==> src/sv/sasp_pkg.sv <==
package sasp_pkg;

	// Field widths
	localparam int FmtW       = 2;
	localparam int MaxWidthW  = 15;
	localparam int DimW       = 12;
	localparam int SrcStrideW = 14;
	localparam int ColorW     = 32;
	localparam int StrideW    = 16;
	localparam int OffsetW    = 32;
	localparam int XW         = 17;
	localparam int YW         = 16;
	localparam int AreaW      = StrideW + DimW;
	localparam int CfgIndexW  = 1;
	localparam int CfgDataW   = 15;

	// Reset value of the shelf width register
	localparam logic [MaxWidthW-1:0] MAX_WIDTH_RESET = 15'd4096;

	// Alpha handling for the ass format
	localparam logic [ColorW-1:0] ALPHA_KEEP_MASK = 32'hffffff00;
	localparam logic [7:0]        ALPHA_FULL      = 8'hff;

	typedef enum logic [FmtW-1:0] {
		FMT_NONE    = 2'd0,
		FMT_ASS     = 2'd1,
		FMT_RGBA    = 2'd2,
		FMT_INDEXED = 2'd3
	} pix_fmt_t;

	typedef enum logic [CfgIndexW-1:0] {
		REG_PIXEL_FORMAT      = 1'b0,
		REG_MAX_TEXTURE_WIDTH = 1'b1
	} cfg_reg_t;

	// Part as taken from the input channel
	typedef struct packed {
		logic                  first_part;
		logic                  last_part;
		logic [DimW-1:0]       part_height;
		logic [SrcStrideW-1:0] source_stride;
		logic [ColorW-1:0]     ass_color;
	} part_t;

	// Fields that ride along the stride pipeline untouched
	typedef struct packed {
		logic              first_part;
		logic              last_part;
		logic [DimW-1:0]   part_height;
		logic [ColorW-1:0] color_out;
	} meta_t;

	// Stride results handed to the shelf packer
	typedef struct packed {
		meta_t              meta;
		logic [StrideW-1:0] stride_bytes;
		logic [StrideW-1:0] stride_pixels;
	} stride_item_t;

	typedef struct packed {
		logic [StrideW-1:0] dest_stride_bytes;
		logic [StrideW-1:0] dest_stride_pixels;
		logic [OffsetW-1:0] data_offset;
		logic [XW-1:0]      atlas_x;
		logic [YW-1:0]      atlas_y;
		logic [ColorW-1:0]  color_out;
		logic [XW-1:0]      sheet_width;
		logic [YW-1:0]      sheet_height;
		logic [StrideW-1:0] max_stride_pixels;
		logic [DimW-1:0]    max_part_height;
		logic               frame_done;
	} result_t;

	// Source stride scaled by the per-format byte factor (0, 1, 1, 4)
	function automatic logic [StrideW-1:0] raw_stride(pix_fmt_t fmt,
			logic [SrcStrideW-1:0] src);
		logic [StrideW-1:0] r;
		case (fmt)
			FMT_NONE:    r = '0;
			FMT_ASS:     r = StrideW'(src);
			FMT_RGBA:    r = StrideW'(src);
			FMT_INDEXED: r = {src, 2'b00};
			default:     r = '0;
		endcase
		return r;
	endfunction

	// ass parts get the alpha byte inverted, everything else reports zero
	function automatic logic [ColorW-1:0] ass_alpha(pix_fmt_t fmt,
			logic [ColorW-1:0] color);
		logic [ColorW-1:0] c;
		c = '0;
		if (fmt == FMT_ASS) begin
			c = (color & ALPHA_KEEP_MASK) | ColorW'(ALPHA_FULL - color[7:0]);
		end
		return c;
	endfunction

endpackage

==> src/sv/sasp_part_if.sv <==
interface sasp_part_if;
	import sasp_pkg::*;

	logic                  valid;
	logic                  ready;
	logic                  first_part;
	logic                  last_part;
	logic [DimW-1:0]       part_width;
	logic [DimW-1:0]       part_height;
	logic [SrcStrideW-1:0] source_stride;
	logic [ColorW-1:0]     ass_color;

	modport source (
		output valid, first_part, last_part, part_width, part_height,
			source_stride, ass_color,
		input  ready
	);

	modport sink (
		input  valid, first_part, last_part, part_width, part_height,
			source_stride, ass_color,
		output ready
	);

endinterface

==> src/sv/sasp_result_if.sv <==
interface sasp_result_if;
	import sasp_pkg::*;

	logic               valid;
	logic               ready;
	logic [StrideW-1:0] dest_stride_bytes;
	logic [StrideW-1:0] dest_stride_pixels;
	logic [OffsetW-1:0] data_offset;
	logic [XW-1:0]      atlas_x;
	logic [YW-1:0]      atlas_y;
	logic [ColorW-1:0]  color_out;
	logic [XW-1:0]      sheet_width;
	logic [YW-1:0]      sheet_height;
	logic [StrideW-1:0] max_stride_pixels;
	logic [DimW-1:0]    max_part_height;
	logic               frame_done;

	modport source (
		output valid, dest_stride_bytes, dest_stride_pixels, data_offset, atlas_x,
			atlas_y, color_out, sheet_width, sheet_height, max_stride_pixels,
			max_part_height, frame_done,
		input  ready
	);

	modport sink (
		input  valid, dest_stride_bytes, dest_stride_pixels, data_offset, atlas_x,
			atlas_y, color_out, sheet_width, sheet_height, max_stride_pixels,
			max_part_height, frame_done,
		output ready
	);

endinterface

==> src/sv/sasp_align.sv <==
module sasp_align #(
	parameter int ROW_ALIGN_BYTES = 4
) (
	input  logic                   clk,
	input  logic                   arst_n,
	input  sasp_pkg::pix_fmt_t     fmt,
	input  logic                   in_valid,
	output logic                   in_ready,
	input  sasp_pkg::part_t        in_item,
	output logic                   out_valid,
	input  logic                   out_ready,
	output sasp_pkg::stride_item_t out_item
);
	import sasp_pkg::*;

	// Rounding to a multiple of ROW_ALIGN_BYTES uses a reciprocal multiply
	// that is exact for every numerator below 2**NumW.
	localparam int NumW       = StrideW + 1;
	localparam int AlignLog   = $clog2(ROW_ALIGN_BYTES);
	localparam int RecipShift = NumW + AlignLog;
	localparam int RecipW     = NumW + 1;
	localparam int QuoProdW   = NumW + RecipW;
	localparam logic [RecipW-1:0] RecipMul =
		RecipW'(((longint'(1) << RecipShift) + ROW_ALIGN_BYTES - 1) / ROW_ALIGN_BYTES);
	localparam logic [NumW-1:0] NumBias = NumW'(ROW_ALIGN_BYTES - 1);
	localparam logic [NumW-1:0] AlignW  = NumW'(ROW_ALIGN_BYTES);
	// largest multiple of the alignment that still fits the stride field
	localparam logic [NumW-1:0] StrideCap =
		NumW'(65535 - (65535 % ROW_ALIGN_BYTES));

	logic            v_s1, v_s2, v_s3;
	logic            rdy_s1, rdy_s2, rdy_s3;
	part_t           item_s1;
	meta_t           meta_s2;
	logic            pix_shift_s2;
	logic [NumW-1:0] quo_s2;
	stride_item_t    item_s3;

	logic [StrideW-1:0]  raw;
	logic [NumW-1:0]     numer;
	logic [QuoProdW-1:0] quo_prod;
	logic [NumW-1:0]     rounded;
	logic [StrideW-1:0]  stride_b;
	logic [StrideW-1:0]  stride_p;

	// Stage ready chain: a stage takes a new item when empty or draining
	assign rdy_s3   = !v_s3 || out_ready;
	assign rdy_s2   = !v_s2 || rdy_s3;
	assign rdy_s1   = !v_s1 || rdy_s2;
	assign in_ready = rdy_s1;

	// Stage 1 logic: byte stride before rounding, quotient by reciprocal
	always_comb begin
		raw      = raw_stride(fmt, item_s1.source_stride);
		numer    = NumW'(raw) + NumBias;
		quo_prod = QuoProdW'(numer) * QuoProdW'(RecipMul);
	end

	// Stage 2 logic: back to bytes, saturate, convert to pixels
	always_comb begin
		rounded  = NumW'(quo_s2 * AlignW);
		stride_b = (rounded > StrideCap) ? StrideCap[StrideW-1:0] : rounded[StrideW-1:0];
		stride_p = pix_shift_s2 ? (stride_b >> 2) : stride_b;
	end

	// Valid bits
	always_ff @(posedge clk or negedge arst_n) begin
		if (!arst_n) begin
			v_s1 <= 1'b0;
			v_s2 <= 1'b0;
			v_s3 <= 1'b0;
		end else begin
			if (rdy_s1) v_s1 <= in_valid;
			if (rdy_s2) v_s2 <= v_s1;
			if (rdy_s3) v_s3 <= v_s2;
		end
	end

	// Payload registers
	always_ff @(posedge clk) begin
		if (rdy_s1 && in_valid) begin
			item_s1 <= in_item;
		end
		if (rdy_s2 && v_s1) begin
			meta_s2.first_part  <= item_s1.first_part;
			meta_s2.last_part   <= item_s1.last_part;
			meta_s2.part_height <= item_s1.part_height;
			meta_s2.color_out   <= ass_alpha(fmt, item_s1.ass_color);
			pix_shift_s2        <= (fmt == FMT_RGBA) || (fmt == FMT_INDEXED);
			quo_s2              <= NumW'(quo_prod >> RecipShift);
		end
		if (rdy_s3 && v_s2) begin
			item_s3.meta          <= meta_s2;
			item_s3.stride_bytes  <= stride_b;
			item_s3.stride_pixels <= stride_p;
		end
	end

	assign out_valid = v_s3;
	assign out_item  = item_s3;

endmodule

==> src/sv/sasp_shelf.sv <==
module sasp_shelf (
	input  logic                               clk,
	input  logic                               arst_n,
	input  logic [sasp_pkg::MaxWidthW-1:0]     max_width,
	input  logic                               in_valid,
	output logic                               in_ready,
	input  sasp_pkg::stride_item_t             in_item,
	output logic                               out_valid,
	input  logic                               out_ready,
	output sasp_pkg::result_t                  out_result
);
	import sasp_pkg::*;

	logic               v_s4;
	logic               rdy_s4;
	logic               load;
	stride_item_t       item_s4;
	logic [AreaW-1:0]   area_s4;
	logic               out_valid_q;
	result_t            result_q;

	// Running frame state and persistent maxima
	logic [OffsetW-1:0] next_offset_q;
	logic [XW-1:0]      cursor_x_q;
	logic [YW-1:0]      cursor_y_q;
	logic [DimW-1:0]    row_height_q;
	logic [XW-1:0]      sheet_width_q;
	logic [StrideW-1:0] max_stride_q;
	logic [DimW-1:0]    max_height_q;

	logic [OffsetW-1:0] off_cur;
	logic [OffsetW:0]   off_sum;
	logic [OffsetW-1:0] off_nxt;
	logic [XW-1:0]      cx;
	logic [YW-1:0]      cy;
	logic [DimW-1:0]    rh;
	logic [XW-1:0]      sw;
	logic [XW:0]        wrap_sum;
	logic               wrap;
	logic [YW:0]        cy_sum;
	logic [YW-1:0]      cy_w;
	logic [DimW-1:0]    rh_w;
	logic [DimW-1:0]    rh_n;
	logic [XW:0]        cx_sum;
	logic [XW-1:0]      cx_n;
	logic [XW-1:0]      sw_n;
	logic [YW:0]        sh_sum;
	logic [YW-1:0]      sheet_h;
	logic [StrideW-1:0] max_s_n;
	logic [DimW-1:0]    max_h_n;
	logic [StrideW-1:0] sp;
	logic [DimW-1:0]    h;

	assign out_valid  = out_valid_q;
	assign out_result = result_q;
	assign load       = v_s4 && (!out_valid_q || out_ready);
	assign rdy_s4     = !v_s4 || load;
	assign in_ready   = rdy_s4;

	// Shelf placement and offset update for the part in stage 4
	always_comb begin
		sp = item_s4.stride_pixels;
		h  = item_s4.meta.part_height;

		// a first part starts from an empty frame
		off_cur = item_s4.meta.first_part ? '0 : next_offset_q;
		cx      = item_s4.meta.first_part ? '0 : cursor_x_q;
		cy      = item_s4.meta.first_part ? '0 : cursor_y_q;
		rh      = item_s4.meta.first_part ? '0 : row_height_q;
		sw      = item_s4.meta.first_part ? '0 : sheet_width_q;

		off_sum = (OffsetW+1)'(off_cur) + (OffsetW+1)'(area_s4);
		off_nxt = off_sum[OffsetW] ? '1 : off_sum[OffsetW-1:0];

		// new shelf when the part would run past the shelf width
		wrap_sum = (XW+1)'(cx) + (XW+1)'(sp);
		wrap     = wrap_sum > (XW+1)'(max_width);
		cy_sum   = (YW+1)'(cy) + (YW+1)'(rh);
		cy_w     = !wrap ? cy : (cy_sum[YW] ? '1 : cy_sum[YW-1:0]);
		rh_w     = wrap ? '0 : rh;
		rh_n     = (h > rh_w) ? h : rh_w;

		cx_sum   = wrap ? (XW+1)'(sp) : wrap_sum;
		cx_n     = cx_sum[XW] ? '1 : cx_sum[XW-1:0];
		sw_n     = (cx_n > sw) ? cx_n : sw;
		sh_sum   = (YW+1)'(cy_w) + (YW+1)'(rh_n);
		sheet_h  = sh_sum[YW] ? '1 : sh_sum[YW-1:0];

		max_s_n  = (sp > max_stride_q) ? sp : max_stride_q;
		max_h_n  = (h > max_height_q) ? h : max_height_q;
	end

	// Control and frame state
	always_ff @(posedge clk or negedge arst_n) begin
		if (!arst_n) begin
			v_s4          <= 1'b0;
			out_valid_q   <= 1'b0;
			next_offset_q <= '0;
			cursor_x_q    <= '0;
			cursor_y_q    <= '0;
			row_height_q  <= '0;
			sheet_width_q <= '0;
			max_stride_q  <= '0;
			max_height_q  <= '0;
		end else begin
			if (rdy_s4) v_s4 <= in_valid;
			if (load) begin
				out_valid_q   <= 1'b1;
				next_offset_q <= off_nxt;
				cursor_x_q    <= cx_n;
				cursor_y_q    <= cy_w;
				row_height_q  <= rh_n;
				sheet_width_q <= sw_n;
				max_stride_q  <= max_s_n;
				max_height_q  <= max_h_n;
			end else if (out_ready) begin
				out_valid_q <= 1'b0;
			end
		end
	end

	// Stage 4 payload (byte area of the part) and result register
	always_ff @(posedge clk) begin
		if (rdy_s4 && in_valid) begin
			item_s4 <= in_item;
			area_s4 <= AreaW'(in_item.stride_bytes) * AreaW'(in_item.meta.part_height);
		end
		if (load) begin
			result_q.dest_stride_bytes  <= item_s4.stride_bytes;
			result_q.dest_stride_pixels <= sp;
			result_q.data_offset        <= off_cur;
			result_q.atlas_x            <= wrap ? '0 : cx;
			result_q.atlas_y            <= cy_w;
			result_q.color_out          <= item_s4.meta.color_out;
			result_q.sheet_width        <= sw_n;
			result_q.sheet_height       <= sheet_h;
			result_q.max_stride_pixels  <= max_s_n;
			result_q.max_part_height    <= max_h_n;
			result_q.frame_done         <= item_s4.meta.last_part;
		end
	end

endmodule

==> src/sv/subtitle_atlas_shelf_packer_core.sv <==
// Subtitle atlas shelf packer: one result per bitmap part, in order. Parts
// are taken at a sustained rate of one per clock while the result side does
// not stall; a part passes the input register, reciprocal-multiply
// rounding, stride, byte-area multiply and shelf update into the result
// register in that order. The rate is set by the shelf and offset state
// update, which is combinational from the registered frame state.
// Configuration writes must be made with no part in flight. There is no
// start-up sweep: parts are taken from the first cycle after reset.
module subtitle_atlas_shelf_packer_core #(
	parameter int ROW_ALIGN_BYTES = 4
) (
	input  logic                              clk,
	input  logic                              arst_n,
	input  logic                              wr_en,
	input  logic [sasp_pkg::CfgIndexW-1:0]    wr_index,
	input  logic [sasp_pkg::CfgDataW-1:0]     wr_data,
	sasp_part_if.sink                         part,
	sasp_result_if.source                     result
);
	import sasp_pkg::*;

	logic [FmtW-1:0]      pixel_format_q;
	logic [MaxWidthW-1:0] max_texture_width_q;
	part_t                part_item;
	logic                 mid_valid;
	logic                 mid_ready;
	stride_item_t         mid_item;
	result_t              res;

	// Configuration registers
	always_ff @(posedge clk or negedge arst_n) begin
		if (!arst_n) begin
			pixel_format_q      <= FMT_NONE;
			max_texture_width_q <= MAX_WIDTH_RESET;
		end else if (wr_en) begin
			case (cfg_reg_t'(wr_index))
				REG_PIXEL_FORMAT:      pixel_format_q      <= wr_data[FmtW-1:0];
				REG_MAX_TEXTURE_WIDTH: max_texture_width_q <= wr_data[MaxWidthW-1:0];
				default: ;
			endcase
		end
	end

	// Part width does not affect any result
	always_comb begin
		part_item.first_part    = part.first_part;
		part_item.last_part     = part.last_part;
		part_item.part_height   = part.part_height;
		part_item.source_stride = part.source_stride;
		part_item.ass_color     = part.ass_color;
	end

	sasp_align #(
		.ROW_ALIGN_BYTES(ROW_ALIGN_BYTES)
	) u_align (
		.clk      (clk),
		.arst_n   (arst_n),
		.fmt      (pix_fmt_t'(pixel_format_q)),
		.in_valid (part.valid),
		.in_ready (part.ready),
		.in_item  (part_item),
		.out_valid(mid_valid),
		.out_ready(mid_ready),
		.out_item (mid_item)
	);

	sasp_shelf u_shelf (
		.clk       (clk),
		.arst_n    (arst_n),
		.max_width (max_texture_width_q),
		.in_valid  (mid_valid),
		.in_ready  (mid_ready),
		.in_item   (mid_item),
		.out_valid (result.valid),
		.out_ready (result.ready),
		.out_result(res)
	);

	// Result channel payload
	assign result.dest_stride_bytes  = res.dest_stride_bytes;
	assign result.dest_stride_pixels = res.dest_stride_pixels;
	assign result.data_offset        = res.data_offset;
	assign result.atlas_x            = res.atlas_x;
	assign result.atlas_y            = res.atlas_y;
	assign result.color_out          = res.color_out;
	assign result.sheet_width        = res.sheet_width;
	assign result.sheet_height       = res.sheet_height;
	assign result.max_stride_pixels  = res.max_stride_pixels;
	assign result.max_part_height    = res.max_part_height;
	assign result.frame_done         = res.frame_done;

`ifndef SYNTHESIS
	// Maxima never shrink from one result to the next
	a_max_height_mono: assert property (@(posedge clk) disable iff (!arst_n)
		(result.valid && $past(result.valid && result.ready))
		|-> (result.max_part_height >= $past(result.max_part_height)))
		else $error("max_part_height decreased between results");

	a_max_stride_mono: assert property (@(posedge clk) disable iff (!arst_n)
		(result.valid && $past(result.valid && result.ready))
		|-> (result.max_stride_pixels >= $past(result.max_stride_pixels)))
		else $error("max_stride_pixels decreased between results");

	// The origin of a placed part always lies inside the reported sheet
	a_sheet_covers: assert property (@(posedge clk) disable iff (!arst_n)
		result.valid |-> (result.sheet_width >= result.atlas_x)
			&& (result.sheet_height >= result.atlas_y))
		else $error("sheet does not cover placed part");
`endif

endmodule
==> src/flat_wrapper.sv <==
// flat-port wrapper written by rule: the top's interface ports become plain ports
module subtitle_atlas_shelf_packer_core_flat import sasp_pkg::*;
#(
	parameter int ROW_ALIGN_BYTES = 4
)
  (clk, arst_n, wr_en, wr_index, wr_data, part_valid, part_first_part, part_last_part, part_part_width, part_part_height, part_source_stride, part_ass_color, part_ready, result_valid, result_dest_stride_bytes, result_dest_stride_pixels, result_data_offset, result_atlas_x, result_atlas_y, result_color_out, result_sheet_width, result_sheet_height, result_max_stride_pixels, result_max_part_height, result_frame_done, result_ready);
  sasp_part_if part_i ();
  sasp_result_if result_i ();
  input  logic clk;
  input  logic arst_n;
  input  logic wr_en;
  input  logic [sasp_pkg::CfgIndexW-1:0] wr_index;
  input  logic [sasp_pkg::CfgDataW-1:0] wr_data;
  input wire logic [$bits(part_i.valid)-1:0] part_valid;
  input wire logic [$bits(part_i.first_part)-1:0] part_first_part;
  input wire logic [$bits(part_i.last_part)-1:0] part_last_part;
  input wire logic [$bits(part_i.part_width)-1:0] part_part_width;
  input wire logic [$bits(part_i.part_height)-1:0] part_part_height;
  input wire logic [$bits(part_i.source_stride)-1:0] part_source_stride;
  input wire logic [$bits(part_i.ass_color)-1:0] part_ass_color;
  output wire logic [$bits(part_i.ready)-1:0] part_ready;
  output wire logic [$bits(result_i.valid)-1:0] result_valid;
  output wire logic [$bits(result_i.dest_stride_bytes)-1:0] result_dest_stride_bytes;
  output wire logic [$bits(result_i.dest_stride_pixels)-1:0] result_dest_stride_pixels;
  output wire logic [$bits(result_i.data_offset)-1:0] result_data_offset;
  output wire logic [$bits(result_i.atlas_x)-1:0] result_atlas_x;
  output wire logic [$bits(result_i.atlas_y)-1:0] result_atlas_y;
  output wire logic [$bits(result_i.color_out)-1:0] result_color_out;
  output wire logic [$bits(result_i.sheet_width)-1:0] result_sheet_width;
  output wire logic [$bits(result_i.sheet_height)-1:0] result_sheet_height;
  output wire logic [$bits(result_i.max_stride_pixels)-1:0] result_max_stride_pixels;
  output wire logic [$bits(result_i.max_part_height)-1:0] result_max_part_height;
  output wire logic [$bits(result_i.frame_done)-1:0] result_frame_done;
  input wire logic [$bits(result_i.ready)-1:0] result_ready;
  assign part_i.valid = part_valid;
  assign part_i.first_part = part_first_part;
  assign part_i.last_part = part_last_part;
  assign part_i.part_width = part_part_width;
  assign part_i.part_height = part_part_height;
  assign part_i.source_stride = part_source_stride;
  assign part_i.ass_color = part_ass_color;
  assign part_ready = part_i.ready;
  assign result_valid = result_i.valid;
  assign result_dest_stride_bytes = result_i.dest_stride_bytes;
  assign result_dest_stride_pixels = result_i.dest_stride_pixels;
  assign result_data_offset = result_i.data_offset;
  assign result_atlas_x = result_i.atlas_x;
  assign result_atlas_y = result_i.atlas_y;
  assign result_color_out = result_i.color_out;
  assign result_sheet_width = result_i.sheet_width;
  assign result_sheet_height = result_i.sheet_height;
  assign result_max_stride_pixels = result_i.max_stride_pixels;
  assign result_max_part_height = result_i.max_part_height;
  assign result_frame_done = result_i.frame_done;
  assign result_i.ready = result_ready;
  subtitle_atlas_shelf_packer_core #(.ROW_ALIGN_BYTES(ROW_ALIGN_BYTES)) u_core (.clk(clk), .arst_n(arst_n), .wr_en(wr_en), .wr_index(wr_index), .wr_data(wr_data), .part(part_i), .result(result_i));
endmodule
==> config.mk <==
export PLATFORM = sky130hd
export DESIGN_NAME = subtitle_atlas_shelf_packer_core_flat
export DESIGN_NICKNAME = d
export VERILOG_FILES = /design/src/sv/sasp_pkg.sv /design/src/sv/sasp_part_if.sv /design/src/sv/sasp_result_if.sv /design/src/sv/sasp_align.sv /design/src/sv/sasp_shelf.sv /design/src/sv/subtitle_atlas_shelf_packer_core.sv /design/src/flat_wrapper.sv
export SDC_FILE = /design/constraint.sdc
export NUM_CORES = 1
export LEC_CHECK = 0
export ABC_AREA = 1
export BUFFER_PORTS_ARGS = -buffer_cell sky130_fd_sc_hd__buf_2
export CAP_MARGIN = 0
export CORE_MARGIN = 2
export CORE_UTILIZATION = 40
export CTS_CLUSTER_SIZE = 10
export DETAILED_ROUTE_END_ITERATION = 6
export GPL_TIMING_DRIVEN = 1
export SLEW_MARGIN = 10
export SYNTH_ARGS = -nofsm -noshare
export SYNTH_HDL_FRONTEND = slang
export SYNTH_SLANG_ARGS = --single-unit
==> constraint.sdc <==
create_clock -name clk -period 9.1 [get_ports clk]
set_input_delay 0.455 -clock clk [delete_from_list [all_inputs] [get_ports clk]]
set_output_delay 0.455 -clock clk [all_outputs]
set_load 0.1 [all_outputs]
==> impl_metrics.json <==
{
  "route.detailed.wl_per_inst_um": 16.6,
  "grt_first_pass_wirelength_mm": 125,
  "cts_tree": "built",
  "routabilityCongestion": 0.915,
  "clock-sinks": 633,
  "synth-warning-count": 0,
  "synth_seq_cells": 633,
  "routed_wirelength_mm": 78.4,
  "grt_remaining_overflow": 0,
  "critical_path.max_stage_delay_ns": 0.76,
  "core_area_um2": 83400,
  "synth_enable_flop_cells": 489,
  "worst_ep_arrival_time_ns": 8.46,
  "routed_via_density": 4.85,
  "critical_path_required_ns": 9.47,
  "critPathBufInv": 5,
  "cts-root-buf": "clkbuf_16",
  "die_extent_in_x_um": 294,
  "multi_input_comb_area_um2": 13100,
  "firstDrtPassIters": 5,
  "synthDominantCellAreaShare": 0.437,
  "num_antenna_cells": 0,
  "worstHoldPathType": "in -> reg",
  "yosys.cell_count.top_type": "nand2_1",
  "register_area_um2": 18300,
  "report.final.slew_viol_count": 0,
  "antenna_violations_before_repair": 4,
  "final.hold.worst_slack_ns": 0.0446,
  "synth_common_cells": "694 x nand2_1, 505 x inv_1, 489 x edfxtp_1, 268 x nor2_1, 206 x ha_1",
  "netlist_area_um2": 33600,
  "fin_nets": 3998,
  "synth_area_per_cell_um2": 10.4,
  "hold_viol": 0,
  "critPathKind": "reg -> reg",
  "fin_setup_tns_ns": 0,
  "primary_flip_flop_cell_chosen_by_synthesis_mapping": "edfxtp_1",
  "synth_area_leader": "edfxtp_1",
  "io_pins": 286,
  "synthesis_to_finish_area_growth_pct": 16.2,
  "number_of_routed_nets_with_antenna_violations": 0,
  "crit_path_top_delay_cell": "o21ai_2",
  "detail_route.drc_violations": 0,
  "cp-end-kind": "register",
  "period_needed_ns": 8.10,
  "drc_marker_count_from_the_first_detailed_route_iteration": 1512,
  "worst-path-max-fanout": 33,
  "synth_area_leaders": "edfxtp_1 44%, dfrtp_1 11%, nand2_1 7.7%",
  "setup-violations-final": 0,
  "placement.io_buffers": 271,
  "worstRegToRegCells": 37,
  "placement_row_count": 106,
  "cts_setup_buffers": 0,
  "critical_path.top_delay_family": "compound AO/OA/AOI/OAI gates",
  "max_cap_viol_count": 0,
  "stages_on_the_worst_setup_path": 37,
  "initial_utilization": 0.403,
  "max_slew_margin": 0.210,
  "insertion_delay_ns": 0.64,
  "async_flop_share": 0.227,
  "path_clk_slew_ns": 0.05,
  "outcome": "completed",
  "finalCritPeriodShare": 0.890,
  "dominant_cell_type_by_count_on_the_critical_path": "nand2_1",
  "total_clock_buffers_created_by_cts": 76,
  "synth_sequential_area_ratio": 0.544,
  "final.fill_count": 7748,
  "cts_max_level": 3,
  "netlist-cell-type-count": 55,
  "grt.total_usage": 0.185,
  "type_of_origin_of_the_critical_path": "register",
  "syn_inst": 3245,
  "tightestPinTransition_ns": 1.18,
  "hpwlAfterDp_mm": 56.3,
  "skew_ns": 0.0647,
  "dr_total_vias": 22900,
  "fmaxAchievable_mhz": 124,
  "hold_path_depth": 3,
  "chipHeight_um": 294,
  "grt_pass1_vias": 22600,
  "grt_setup_unrepaired": "false",
  "drive_gt1_frac": 0.121,
  "clock_tree.buffer_depth": 3,
  "maximum_number_of_pins_on_one_net_before_global_route_repair": 187,
  "die-area_um2": 86400
}
## cell usage in the layout (no fill, tap or decap), drive strengths merged, types with 6 or more instances in the layout
cell and instances:
nand2 706, inv 510, edfxtp 489, buf 284, nor2 278, ha 206, o21ai 177, a21oi 173
dfrtp 143, fa 124, clkbuf 120, nand3 85, dlygate4sd3 61, xor2 53, xnor2 33, nor3 31
a22oi 18, nand4 17, a21boi 16, o22ai 15, clkinv 13, a21o 11, a31oi 9, and2 8
or2 8, o21bai 7, nor4 6
## through the flow
stage	area, µm²	std cells	setup slack, ns	util
final	39100	4711	1.00	0.468
after CTS	39100	4711	0.948	0.468
after global placement	36100	4516	1.10	0.433
after floorplan	33600	3248	1.81	-
after global routing	39100	4711	0.208	0.468
after detailed placement	36100	4516	0.956	0.433
## what timing repair did
action                                 4_1_cts  5_1_grt
endpoints found under the hold margin      137        0
gates resized for setup                      0        0
setup endpoints to repair                    0        0
hold buffers                                61        0
## worst min-delay path: cells and delay by family
| kind | cells | cell delay, ns |
|---|---|---|
| AOI/OAI and AO/OA | 1 | 0.05 |
| buffers and inverters | 1 | 0.09 |
| and+or+nand+nor | 1 | 0.09 |
## layer usage
metal  GRT usage  part of all wire  wire length, µm
met5           0                 0                0
met4      0.0510             0.020             1540
met3      0.0276             0.057             4460
met2       0.288              0.45            35300
met1       0.270              0.47            37100
## flip-flops by register name (all words and copies together), names as in the netlist, 17 cells and up
signal,count
u_core.u_align.item_s1,60
u_core.u_shelf.out_result,189
u_core.u_shelf.cursor_x_q,17
u_core.u_align.out_item,76
u_core.u_shelf.item_s4,48
u_core.u_shelf.next_offset_q,32
u_core.u_shelf.sheet_width_q,17
u_core.u_shelf.area_s4,26
u_core.u_align.meta_s2,46
## kinds of logic after synthesis
logic type,synth area share
and+or+nand+nor,0.139
DFF,0.544
buffers and inverters,0.0693
AOI/OAI and AO/OA,0.0748
adders and majority gates,0.150
xor gates and xnor gates,0.0224
other,0.000111
## final timing paths
kind / endpoint / slack [ns] / startpoint
worst max-delay path: u_core.u_shelf.out_result[40] / 1.00 / u_core.u_shelf.item_s4[77]
worst min-delay path: u_core.max_texture_width_q[12] / 0.04 / wr_data[12]
worst max register to register: u_core.u_shelf.out_result[40] / 1.00 / u_core.u_shelf.item_s4[77]
worst min register to register: u_core.u_shelf.item_s4[41] / 0.39 / u_core.u_align.out_item[41]
max in group asynchronous: u_core.u_shelf.sheet_width_q[1] / 7.19 / arst_n
min in group asynchronous: u_core.u_shelf.next_offset_q[30] / 0.52 / arst_n
## cell type report
type / count / share of cell area
clock buffers: 120 / 0.0537
clock inverters: 14 / 0.00692
inverters: 510 / 0.0491
multi-input cells: 2009 / 0.334
flip-flops and latches: 633 / 0.468
well taps: 1080 / 0.0346
repair buffers: 345 / 0.0533
Power is left out: the tool's default activity adds up to more than one toggle a clock period on the data nets, which glitch-free logic cannot reach.
